### config.mk
export PLATFORM = sky130hd
export DESIGN_NAME = radar_fall_classifier
export DESIGN_NICKNAME = d
export VERILOG_FILES = /design/src/design/rfc_pkg.sv /design/src/design/radar_fall_classifier.sv /design/src/design/rfc_history.sv /design/src/design/rfc_classify.sv
export VERILOG_INCLUDE_DIRS = /design/src /design/src/design
export SDC_FILE = /design/constraint.sdc
export NUM_CORES = 1
export LEC_CHECK = 0
export BUFFER_PORTS_ARGS = -buffer_cell sky130_fd_sc_hd__buf_2
export CORE_MARGIN = 2
export CORE_UTILIZATION = 40
export DETAILED_ROUTE_END_ITERATION = 8
export PLACE_DENSITY_LB_ADDON = 0.08
export SLEW_MARGIN = 20
export SYNTH_ARGS = -nofsm -noshare
export SYNTH_HDL_FRONTEND = slang
export SYNTH_SLANG_ARGS = --single-unit
### constraint.sdc
create_clock -name clk -period 16 [get_ports clk]
set_clock_uncertainty 0.2 [all_clocks]
set_input_delay 1.6 -clock clk [delete_from_list [all_inputs] [get_ports clk]]
set_output_delay 1.6 -clock clk [all_outputs]
set_load 0.1 [all_outputs]
### src/design/assert_macros.svh
// Assertion macros used by the radar fall classifier RTL.
`ifndef ASSERT_MACROS_SVH
`define ASSERT_MACROS_SVH

`ifndef SYNTHESIS

// Check that a property holds at every clock edge outside reset.
`define RFC_ASSERT(lbl, clk, rstn, prop, msg) \
    lbl: assert property (@(posedge clk) disable iff (!rstn) prop) else $error(msg);

// Check that a condition never holds at any clock edge outside reset.
`define RFC_ASSERT_NEVER(lbl, clk, rstn, cond, msg) \
    lbl: assert property (@(posedge clk) disable iff (!rstn) !(cond)) else $error(msg);

`else

`define RFC_ASSERT(lbl, clk, rstn, prop, msg)
`define RFC_ASSERT_NEVER(lbl, clk, rstn, cond, msg)

`endif

`endif

### src/design/rfc_pkg.sv
// Shared constants, codes and types of the radar fall classifier.
`timescale 1ns / 1ps
`default_nettype none

package rfc_pkg;

    // Distance history geometry
    localparam int HIST_DEPTH    = 8;
    localparam int HIST_IDX_W    = $clog2(HIST_DEPTH);
    localparam int HIST_LOOKBACK = 3;
    // Entry read relative to the write slot of the current item
    localparam int HIST_BACK_OFS = HIST_LOOKBACK - 1;

    // Register reset value and fixed limits
    localparam logic [6:0] THRESHOLD_RESET = 7'd70;
    localparam logic [6:0] VERIFY_LEVEL    = 7'd95;
    localparam logic [6:0] SCORE_MAX       = 7'd100;
    localparam logic [6:0] MOVE_MAX        = 7'd100;
    localparam logic [7:0] OCCUPANTS_MAX   = 8'd4;

    // Posture codes
    localparam logic [2:0] POSTURE_ABSENT   = 3'd0;
    localparam logic [2:0] POSTURE_FALLING  = 3'd1;
    localparam logic [2:0] POSTURE_LYING    = 3'd2;
    localparam logic [2:0] POSTURE_STANDING = 3'd3;
    localparam logic [2:0] POSTURE_SITTING  = 3'd4;
    localparam logic [2:0] POSTURE_UNKNOWN  = 3'd5;

    // Mode request codes
    localparam logic [1:0] MODE_NONE     = 2'd0;
    localparam logic [1:0] MODE_POINT    = 2'd1;
    localparam logic [1:0] MODE_PRESENCE = 2'd2;

    // Posture bounds (cm, cm/s)
    localparam logic signed [15:0] VEL_FALLING   = -16'sd150;
    localparam logic signed [15:0] DIST_NEAR     = 16'sd30;
    localparam logic signed [15:0] DIST_SIT_LO   = 16'sd40;
    localparam logic signed [15:0] DIST_MID      = 16'sd80;
    localparam logic signed [15:0] DIST_STAND_HI = 16'sd200;
    localparam logic [15:0]        SPEED_LYING   = 16'd20;
    localparam logic [15:0]        SPEED_SIT     = 16'd30;
    localparam logic [15:0]        SPEED_STAND   = 16'd50;

    // Score bounds and weights
    localparam logic signed [15:0] VEL_DROP      = -16'sd100;
    localparam logic signed [15:0] VEL_FAST_DROP = -16'sd200;
    localparam logic [6:0] W_DROP      = 7'd40;
    localparam logic [6:0] W_FAST_DROP = 7'd30;
    localparam logic [6:0] W_NEAR      = 7'd20;
    localparam logic [6:0] W_HISTORY   = 7'd30;

    // History state seen by the classifier
    typedef struct packed {
        logic               filled_next;
        logic signed [15:0] lookback_cm;
        logic               point_cloud;
    } hist_status_t;

    // History update from one classified item
    typedef struct packed {
        logic               present;
        logic signed [15:0] dist_cm;
        logic               point_cloud_next;
    } hist_update_t;

    // One result item
    typedef struct packed {
        logic [2:0]  posture;
        logic [6:0]  fall_score;
        logic [6:0]  movement_level;
        logic        alert_raised;
        logic        alert_verified;
        logic [15:0] impact_speed_cms;
        logic [1:0]  mode_request;
        logic [2:0]  occupants;
    } result_t;

endpackage

`default_nettype wire

### src/design/radar_fall_classifier.sv
// Radar fall classifier: one result item for each radar frame item.
// Path from input accept to result accept: input register, then result register.
// Throughput: 1 item per cycle while out_stall lets the result register move on, set by the single classify pass.
// The distance history is read and written in the same pass, so items follow back to back.
// Reset (rst_n, async low) clears valid flags, the distance ring, position, fill and mode
// flags, and loads the alert threshold with 70; no clearing pass is needed.
`timescale 1ns / 1ps
`default_nettype none
`include "assert_macros.svh"

module radar_fall_classifier
    import rfc_pkg::*;
(
    input  wire logic               clk,
    input  wire logic               rst_n,
    input  wire logic               cfg_we,
    input  wire logic        [6:0]  cfg_wdata,
    input  wire logic               in_valid,
    output logic                    in_stall,
    input  wire logic        [7:0]  targets_seen,
    input  wire logic signed [15:0] target_distance_cm,
    input  wire logic signed [15:0] target_velocity_cms,
    output logic                    out_valid,
    input  wire logic               out_stall,
    output logic             [2:0]  posture,
    output logic             [6:0]  fall_score,
    output logic             [6:0]  movement_level,
    output logic                    alert_raised,
    output logic                    alert_verified,
    output logic             [15:0] impact_speed_cms,
    output logic             [1:0]  mode_request,
    output logic             [2:0]  occupants
);

    logic [6:0]         thr_reg;
    logic               s1_valid_reg;
    logic [7:0]         s1_count_reg;
    logic signed [15:0] s1_dist_reg;
    logic signed [15:0] s1_vel_reg;
    logic               out_valid_reg;
    result_t            result_reg;
    result_t            result_next;
    hist_status_t       status;
    hist_update_t       update;
    logic               out_free;
    logic               s1_advance;
    logic               in_take;

    // Hold the alert threshold
    always_ff @(posedge clk or negedge rst_n)
    begin
        if (!rst_n)
            thr_reg <= THRESHOLD_RESET;
        else if (cfg_we)
            thr_reg <= cfg_wdata;
    end

    // Stall the input only when the input register cannot move on
    assign out_free   = !out_valid_reg || !out_stall;
    assign s1_advance = s1_valid_reg && out_free;
    assign in_stall   = s1_valid_reg && !out_free;
    assign in_take    = in_valid && !in_stall;

    // Capture the item in the input register
    always_ff @(posedge clk or negedge rst_n)
    begin
        if (!rst_n)
            s1_valid_reg <= 1'b0;
        else if (!in_stall)
            s1_valid_reg <= in_valid;
    end

    always_ff @(posedge clk)
    begin
        if (in_take)
        begin
            s1_count_reg <= targets_seen;
            s1_dist_reg  <= target_distance_cm;
            s1_vel_reg   <= target_velocity_cms;
        end
    end

    rfc_history u_history (
        .clk     (clk),
        .rst_n   (rst_n),
        .advance (s1_advance),
        .update  (update),
        .status  (status)
    );

    rfc_classify u_classify (
        .targets_seen        (s1_count_reg),
        .target_distance_cm  (s1_dist_reg),
        .target_velocity_cms (s1_vel_reg),
        .threshold           (thr_reg),
        .status              (status),
        .result              (result_next),
        .update              (update)
    );

    // Load the result register when it is free
    always_ff @(posedge clk or negedge rst_n)
    begin
        if (!rst_n)
            out_valid_reg <= 1'b0;
        else if (out_free)
            out_valid_reg <= s1_valid_reg;
    end

    always_ff @(posedge clk)
    begin
        if (s1_advance)
            result_reg <= result_next;
    end

    assign out_valid        = out_valid_reg;
    assign posture          = result_reg.posture;
    assign fall_score       = result_reg.fall_score;
    assign movement_level   = result_reg.movement_level;
    assign alert_raised     = result_reg.alert_raised;
    assign alert_verified   = result_reg.alert_verified;
    assign impact_speed_cms = result_reg.impact_speed_cms;
    assign mode_request     = result_reg.mode_request;
    assign occupants        = result_reg.occupants;

    // Input stalls only behind a held item
    `RFC_ASSERT(a_stall_has_item, clk, rst_n, in_stall |-> s1_valid_reg, "stall without item")
    // An absent frame carries no score and no speed
    `RFC_ASSERT(a_absent_quiet, clk, rst_n,
        (out_valid_reg && posture == POSTURE_ABSENT) |->
        (fall_score == 7'd0 && impact_speed_cms == 16'd0 && !alert_verified),
        "absent frame with score or speed")
    // The score never passes its clamp
    `RFC_ASSERT_NEVER(a_score_clamp, clk, rst_n,
        out_valid_reg && fall_score > SCORE_MAX, "fall score above clamp")
    // A verified alert implies a high score
    `RFC_ASSERT(a_verified_score, clk, rst_n,
        (out_valid_reg && alert_verified) |-> (fall_score > VERIFY_LEVEL),
        "verified alert with low score")

endmodule

`default_nettype wire

### src/design/rfc_history.sv
// Distance ring, ring position, fill flag and radar mode state.
`timescale 1ns / 1ps
`default_nettype none

module rfc_history
    import rfc_pkg::*;
(
    input  wire logic         clk,
    input  wire logic         rst_n,
    input  wire logic         advance,
    input  wire hist_update_t update,
    output hist_status_t      status
);

    logic signed [15:0]    ring_reg [HIST_DEPTH];
    logic [HIST_IDX_W-1:0] pos_reg;
    logic [HIST_IDX_W-1:0] pos_next;
    logic [HIST_IDX_W-1:0] back_idx;
    logic                  filled_reg;
    logic                  filled_next;
    logic                  point_cloud_reg;

    // Wrap the position at the ring depth
    always_comb
    begin
        if (pos_reg == HIST_IDX_W'(HIST_DEPTH - 1))
            pos_next = '0;
        else
            pos_next = pos_reg + 1'b1;
        filled_next = filled_reg | (pos_next == '0);
    end

    // Pick the entry written two items before the current one
    always_comb
    begin
        if (pos_reg >= HIST_IDX_W'(HIST_BACK_OFS))
            back_idx = pos_reg - HIST_IDX_W'(HIST_BACK_OFS);
        else
            back_idx = pos_reg + HIST_IDX_W'(HIST_DEPTH - HIST_BACK_OFS);
    end

    assign status.filled_next = filled_next;
    assign status.lookback_cm = ring_reg[back_idx];
    assign status.point_cloud = point_cloud_reg;

    // Advance the history once per classified item
    always_ff @(posedge clk or negedge rst_n)
    begin
        if (!rst_n)
        begin
            for (int i = 0; i < HIST_DEPTH; i++)
                ring_reg[i] <= '0;
            pos_reg         <= '0;
            filled_reg      <= 1'b0;
            point_cloud_reg <= 1'b0;
        end
        else if (advance)
        begin
            if (update.present)
                ring_reg[pos_reg] <= update.dist_cm;
            pos_reg         <= pos_next;
            filled_reg      <= filled_next;
            point_cloud_reg <= update.point_cloud_next;
        end
    end

endmodule

`default_nettype wire

### src/design/rfc_classify.sv
// Posture, fall score, movement level and mode request of one frame.
`timescale 1ns / 1ps
`default_nettype none

module rfc_classify
    import rfc_pkg::*;
(
    input  wire logic        [7:0]  targets_seen,
    input  wire logic signed [15:0] target_distance_cm,
    input  wire logic signed [15:0] target_velocity_cms,
    input  wire logic        [6:0]  threshold,
    input  wire hist_status_t       status,
    output result_t                 result,
    output hist_update_t            update
);

    logic        present;
    logic [2:0]  occupants;
    logic [15:0] speed;
    logic [2:0]  posture;
    logic [6:0]  score_raw;
    logic [6:0]  score;
    logic [6:0]  move;
    logic        dist_near;
    logic        history_hit;
    logic [1:0]  mode;
    logic        point_cloud_next;

    // Clamp the target count
    always_comb
    begin
        if (targets_seen > OCCUPANTS_MAX)
            occupants = OCCUPANTS_MAX[2:0];
        else
            occupants = targets_seen[2:0];
        present = (targets_seen != 8'd0);
    end

    // Take the magnitude; the most negative velocity maps to 32768
    assign speed = target_velocity_cms[15] ? (~target_velocity_cms + 16'd1)
                                           : target_velocity_cms;

    assign dist_near = (target_distance_cm < DIST_NEAR);

    // Classify posture from presence, velocity, distance and speed
    always_comb
    begin
        if (!present)
            posture = POSTURE_ABSENT;
        else if (target_velocity_cms < VEL_FALLING)
            posture = POSTURE_FALLING;
        else if (dist_near && speed < SPEED_LYING)
            posture = POSTURE_LYING;
        else if (target_distance_cm > DIST_MID && target_distance_cm < DIST_STAND_HI
                 && speed < SPEED_STAND)
            posture = POSTURE_STANDING;
        else if (target_distance_cm > DIST_SIT_LO && target_distance_cm < DIST_MID
                 && speed < SPEED_SIT)
            posture = POSTURE_SITTING;
        else
            posture = POSTURE_UNKNOWN;
    end

    // Sum the score contributions and clamp; an absent frame scores zero
    assign history_hit = status.filled_next && (status.lookback_cm > DIST_MID) && dist_near;

    always_comb
    begin
        score_raw = ((target_velocity_cms < VEL_DROP)      ? W_DROP      : 7'd0)
                  + ((target_velocity_cms < VEL_FAST_DROP) ? W_FAST_DROP : 7'd0)
                  + (dist_near                             ? W_NEAR      : 7'd0)
                  + (history_hit                           ? W_HISTORY   : 7'd0);
        if (!present)
            score = 7'd0;
        else if (score_raw > SCORE_MAX)
            score = SCORE_MAX;
        else
            score = score_raw;
    end

    // Halve the speed and clamp
    always_comb
    begin
        if (!present)
            move = 7'd0;
        else if (speed[15:1] > 15'(MOVE_MAX))
            move = MOVE_MAX;
        else
            move = speed[7:1];
    end

    // Request a mode change on presence edges
    always_comb
    begin
        mode             = MODE_NONE;
        point_cloud_next = status.point_cloud;
        if (present && !status.point_cloud)
        begin
            mode             = MODE_POINT;
            point_cloud_next = 1'b1;
        end
        else if (!present && status.point_cloud)
        begin
            mode             = MODE_PRESENCE;
            point_cloud_next = 1'b0;
        end
    end

    assign result.posture          = posture;
    assign result.fall_score       = score;
    assign result.movement_level   = move;
    assign result.alert_raised     = (score > threshold);
    assign result.alert_verified   = (score > VERIFY_LEVEL);
    assign result.impact_speed_cms = present ? speed : 16'd0;
    assign result.mode_request     = mode;
    assign result.occupants        = occupants;

    assign update.present          = present;
    assign update.dist_cm          = target_distance_cm;
    assign update.point_cloud_next = point_cloud_next;

endmodule

`default_nettype wire
==> impl_metrics.ini, run 1 <==
[yosys]
synthArstFlopShare = 0.643
ys.flop_type = dfrtp_1
avgSynthCellArea_um2 = 14.0
synth.distinct_cells = 62
synth_top_area_cell = dfrtp_1
synth_most_common_cell = dfrtp_1
ys_ff_latch = 221
synthTopCellsByArea = dfrtp_1 (36%), edfxtp_1 (24%), mux2_2 (15%)
synthCells = 696
synth_top_area_frac = 0.356
yosysWarningCount = 0
synth_common_cells = dfrtp_1 (139), mux2_2 (129), edfxtp_1 (79), nor4_1 (33), nor2_1 (32)
synth.net_count = 771
synth_edf_count = 79
netlist_area_um2 = 9770
ys_seq_area_frac = 0.607

[sta]
finalSetupTns_ns = 0
tightestPinTransition_ns = 1.01
post-route-period-util = 0.407
final_hold_viol_count = 0
min_period_ns = 6.52
rsz0062_at_grt = false
max_freq_mhz = 153
relSlewSlack = 0.329
fin_hold_ws_ns = 0.288
slew_violations = 0
setup_violations = 0

[critical_path]
crit_chain = inv_1 > ha_1 > mux4_2 > mux2i_1 > nor2_1 > o311a_1 > o21a_1 > fa_1 > ha_1 > fa_1 > a21o_1 > a21oi_1 > or2_2 > nor2_1 > o21a_1 > ha_1 > a21o_1 > a21o_1 > a21o_1 > a21o_1 > a21oi_1 > a41oi_1
cp_slowest_stage_delay_ns = 1.00
crit_top_cell = a21o_1
startpoint_type = flop
crit_family = compound AO/OA/AOI/OAI gates
critical_path_class = flop to flop
end_kind = flop
path_max_fanout = 20
cp.required_ns = 16.04
worstPathArrival_ns = 6.56
crit_slowest_cell = dfrtp_1
path_buf_inv = 1

[final_layout]
final_layout_size_suffix_gt1_frac = 0.358
area_delta_synth_final_pct = 15.9
final_nets = 855
largest_reg_flops = 128
utilization = 0.469
diodes = 0

[placement]
routabilityCongestion = 0.834
io_buffers = 92
dp_hpwl_mm = 14.8

[clock_tree]
cts_hold_buf = 0
cts.htree.levels = 1
ctsResizeCount = 0
path_clk_slew_ns = 0.06
cts_made_buffers = 24
clkLatencyLatePin_ns = 0.51
cts.sinks = 221
cts_root_buf = clkbuf_16
cts_setup_buffers = 0
cts_tree = done
clockBufferDepth = 3

[grt]
grt.overflow.total = 0
grt_usage = 0.171
grt_pass1_wl_mm = 34.7
grt_max_degree = 74
grt_antenna_before_repair = 0
grt_pass1_vias = 6274

[die]
die_w_um = 160
die_area_um2 = 25700
start_util = 0.404
rows = 57
die_h_um = 160
pin_count = 94
core_um2 = 24200

[power_and_ir_drop]
p_int_mw = 1.45
clkPwrFrac = 0.263
pwr-share-comb = 0.316
leakage_nw = 4.72
swShare = 0.326
pwr-share-seq = 0.421
ir_drop_mv = 0.132
power_switching_uw = 701
power.total_mw = 2.15
powerDensity_nw_per_um2 = 190

[detailed_routing]
viasPerCell = 5.37
drt-initial-drc-count = 370
drc = 0
via_count = 6028
avgRoutedWirePerCell_um = 19.2
firstDrtPassIters = 4
detail-route-antenna-nets = 0
drt-total-wl_mm = 21.6

[run]
timing.max_cap.violations = 0

[worst_hold_path]
hold_class = flop to flop

[outcome]
outcome = complete, no violations
## worst paths after layout
| check | slack, ns | cells past startpoint | endpoint | from |
|---|---|---|---|---|
| max reg2reg | 9.48 | 22 | alert_raised$_DFFE_PP_ | u_history.pos_reg[1]$_DFFE_PN0P_ |
| min reg2reg | 0.29 | 1 | u_history.filled_reg$_DFFE_PN0P_ | u_history.filled_reg$_DFFE_PN0P_ |
| min | 0.29 | 1 | u_history.filled_reg$_DFFE_PN0P_ | u_history.filled_reg$_DFFE_PN0P_ |
| min in group asynchronous | 0.89 | 1 | u_history.ring_reg[16]$_DFFE_PN0P_ | rst_n |
| max in group asynchronous | 13.29 | 2 | u_history.ring_reg[71]$_DFFE_PN0P_ | rst_n |
| max | 9.48 | 22 | alert_raised$_DFFE_PP_ | u_history.pos_reg[1]$_DFFE_PN0P_ |
## cell usage in the layout (no fill, tap or decap), types with 3 or more instances in the layout
master,count
dfrtp_1,139
mux2_2,129
buf_2,91
edfxtp_1,79
nor4_1,33
nor2_1,32
nand2_1,28
clkbuf_16,26
inv_1,20
ha_1,20
a21oi_1,18
o21ai_0,18
mux4_2,12
nor3_1,9
a21o_1,9
xor2_1,8
xnor2_1,8
and3_1,7
clkbuf_1,7
nand4_1,6
a31oi_1,6
or4_1,6
o31ai_1,6
clkbuf_8,5
nor2b_1,4
mux2i_1,4
and2_1,4
o21a_1,4
or3_1,4
nand3_1,3
clkinv_1,3
o41ai_1,3
nand2b_1,3
fa_1,3
buf_4,3
dfstp_2,3
## area by class of cell
class                      count  area, um^2
clock buffer                  38         746
clock inverter                 6        81.3
fill                        2116       12800
inverter                      21        78.8
multi-input combinational    417        3600
sequential                   221        5930
tap                          324         405
timing repair buffer          95         489
## worst register-to-register path, cell delays in order (launching register included)
cell and delay [ns]:
dfrtp_1 1.00, inv_1 0.23, ha_1 0.54, mux4_2 0.36, mux2i_1 0.17, nor2_1 0.08, o311a_1 0.33, o21a_1 0.23
fa_1 0.49, ha_1 0.24, fa_1 0.41, a21o_1 0.17, a21oi_1 0.22, or2_2 0.18, nor2_1 0.05, o21a_1 0.19
ha_1 0.30, a21o_1 0.17, a21o_1 0.17, a21o_1 0.18, a21o_1 0.17, a21oi_1 0.14, a41oi_1 0.06
## through the flow
stage          std cells  area [um^2]  worst slack [ns]
2_1_floorplan        696         9770              9.96
3_3_place_gp        1078        10500              9.82
3_5_place_dp        1078        10500              9.51
4_1_cts             1122        11300              9.50
5_1_grt             1122        11300              9.20
6_report            1122        11300              9.48
## cells by family (layout without fill, tap and decap cells)
kind of cell / after synthesis / after routing / synth area share
AOI/OAI and AO/OA: 80 / 80 / 0.0545
xor gates and xnor gates: 17 / 17 / 0.0160
adders and majority gates: 23 / 23 / 0.0318
buffers and inverters: 58 / 160 / 0.0253
DFF: 221 / 221 / 0.607
muxes: 145 / 145 / 0.180
other: 1 / 1 / 0.000384
and+or+nand+nor: 151 / 151 / 0.0849
## metal layers
layer	vias up	track usage	share of wire
li1	2766	-	-
met1	3084	0.250	0.48
met2	144	0.269	0.45
met3	34	0.0297	0.042
met4	0	0.0422	0.023
met5	-	0	0
## power groups by stage
stage	clock [mW]	combinational (mW)	sequential [mW]
final	0.565	0.679	0.905
after global routing	0.605	0.737	0.929
after CTS	0.581	0.687	0.906
after detailed placement	0	0.684	0.915
after global placement	0	0.659	0.904
after floorplan	0	0.442	0.983
Note: power is estimated with default switching activity, not from simulation.
==> run 2, diff against run 1 <==
==> constraint.sdc (replaced) <==
create_clock -name clk -period 6.4 [get_ports clk]
set_clock_uncertainty 0.2 [all_clocks]
set_input_delay 0.64 -clock clk [delete_from_list [all_inputs] [get_ports clk]]
set_output_delay 0.64 -clock clk [all_outputs]
set_load 0.1 [all_outputs]
==> run 2 against run 1 <==
- sequential cell count did not move
- largest cell class unchanged
- critical path depth fell by 2
- global-route usage rose by 0.36 points
- largest power group unchanged
- first-iteration DRC count rose by 15%
==> impl_metrics.ini, run 2 (synthesized netlist as in run 1, its figures left out) <==
[outcome]
outcome = complete, no violations

[sta]
finalSetupTns_ns = 0
relSlewSlack = 0.326
fin_hold_ws_ns = 0.0825
slew_violations = 0
rsz0062_at_grt = false
tightestPinTransition_ns = 1.01
post-route-period-util = 0.918
min_period_ns = 5.88
final_hold_viol_count = 0
fin_ws_ns = 0.524
setup_violations = 0
max_freq_mhz = 170

[final_layout]
layout_commonest_cell = dfrtp_1
diodes = 0
final_layout_size_suffix_gt1_frac = 0.366
final_cell_area_um2 = 11400
largest_reg_flops = 128
final_nets = 861
most-common-layout-cells = dfrtp_1 (139), mux2_2 (129), buf_2 (91), edfxtp_1 (79), nor4_1 (33)
area_delta_synth_final_pct = 17.1
utilization = 0.473

[die]
start_util = 0.404
die_h_um = 160
core_um2 = 24200
pin_count = 94
die_w_um = 160
rows = 57
die_area_um2 = 25700

[detailed_routing]
drc = 0
via_count = 6017
firstDrtPassIters = 4
drt-initial-drc-count = 425
avgRoutedWirePerCell_um = 19.6
viasPerCell = 5.33
detail-route-antenna-nets = 0
drt-total-wl_mm = 22.1

[critical_path]
reg2reg_from = s1_dist_reg[11]$_DFFE_PP_
worstPathArrival_ns = 5.93
r2r_setup_slack_ns = 0.52
end_kind = flop
critical_path_class = flop to flop
path_max_fanout = 9
cp.required_ns = 6.46
r2r_end = alert_raised$_DFFE_PP_
startpoint_type = flop
rr_worst_depth = 20

[power_and_ir_drop]
ir_drop_mv = 0.321
powerDensity_nw_per_um2 = 479
leakage_nw = 4.79
power_switching_mw = 1.78
pwr-share-comb = 0.310
swShare = 0.325
clkPwrFrac = 0.277
p_int_mw = 3.70
pwr-share-seq = 0.413

[clock_tree]
path_clk_slew_ns = 0.06
cts_setup_buffers = 0
cts_root_buf = clkbuf_16
cts_tree = done
ctsResizeCount = 0
cts.htree.levels = 1
clkLatencyLatePin_ns = 0.53
cts_made_buffers = 26
cts_hold_buf = 1
cts.sinks = 221
clockBufferDepth = 3

[grt]
grt_pass1_wl_mm = 35.5
grt_usage = 0.175
grt_max_degree = 74
grt_antenna_before_repair = 0
grt_pass1_vias = 6305
grt.overflow.total = 0

[placement]
io_buffers = 92
pre_cts_ws_ns = 0.496
routabilityCongestion = 0.807
dp_hpwl_mm = 15.1
placed_cell_area_um2 = 10500

[worst_hold_path]
hold_path_end = s1_dist_reg[13]$_DFFE_PP_
min_from = target_distance_cm[13]
hold_class = input port to flop
worstHoldPathCells = 1

[run]
timing.max_cap.violations = 0
[run 2: cell count changes in the layout (fill, tap and decap cells not counted), sizes merged]
cell | before | now
buf | 95 | 98
clkinv | 5 | 8
clkbuf | 38 | 37
dlygate4sd3 | 0 | 1
inv | 20 | 21
[run 2: power groups by stage]
stage | Combinational, mW | Sequential (mW) | Clock, mW
final | 1.70 | 2.26 | 1.52
after global routing | 1.85 | 2.33 | 1.61
after CTS | 1.72 | 2.27 | 1.56
after detailed placement | 1.71 | 2.29 | 0
after global placement | 1.67 | 2.27 | 0
after floorplan | 1.11 | 2.46 | 0
[run 2: final cells by class]
type	instances	area (um^2)
clock inverters	10	103
inverters	21	78.8
flip-flops and latches	221	5930
well taps	324	405
multi-input cells	417	3600
fillers	2145	12700
clock buffers	37	806
repair buffers	99	522
[run 2: layer usage]
layer | vias to the layer above | part of all wire | GRT usage
met1 | 3023 | 0.47 | 0.252
met2 | 162 | 0.45 | 0.279
li1 | 2791 | - | -
met3 | 41 | 0.054 | 0.0263
met4 | 0 | 0.027 | 0.0479
met5 | - | 0 | 0
[run 2: worst max path at each step]
stage | startpoint | slack [ns] | endpoint
after floorplan | u_history.pos_reg[1]$_DFFE_PN0P_ | 0.36 | alert_raised$_DFFE_PP_
after global placement | s1_dist_reg[10]$_DFFE_PP_ | 0.62 | alert_raised$_DFFE_PP_
after detailed placement | s1_dist_reg[11]$_DFFE_PP_ | 0.50 | alert_raised$_DFFE_PP_
after CTS | s1_dist_reg[11]$_DFFE_PP_ | 0.47 | alert_raised$_DFFE_PP_
after global routing | s1_dist_reg[10]$_DFFE_PP_ | 0.07 | alert_raised$_DFFE_PP_
final | s1_dist_reg[11]$_DFFE_PP_ | 0.52 | alert_raised$_DFFE_PP_
[run 2: metrics by stage]
step / instances / power (mW)
2_1_floorplan: 696 / 3.56
3_3_place_gp: 1081 / 3.94
3_5_place_dp: 1081 / 4.01
4_1_cts: 1129 / 5.55
5_1_grt: 1129 / 5.79
6_report: 1129 / 5.48
[run 2: critical path, stage by stage (launching register included)]
cell and delay, ns:
edfxtp_1 0.54, or4_1 0.58, nor2_1 0.24, a31oi_1 0.21, a2111oi_0 0.45, o21a_1 0.30
fa_1 0.48, ha_1 0.24, fa_1 0.41, a21o_1 0.17, a21oi_1 0.22, or2_2 0.18
nor2_1 0.05, o21a_1 0.18, ha_1 0.29, a21o_1 0.16, a21o_1 0.17, a21o_1 0.17
a21o_1 0.17, a21oi_1 0.14, a41oi_1 0.06
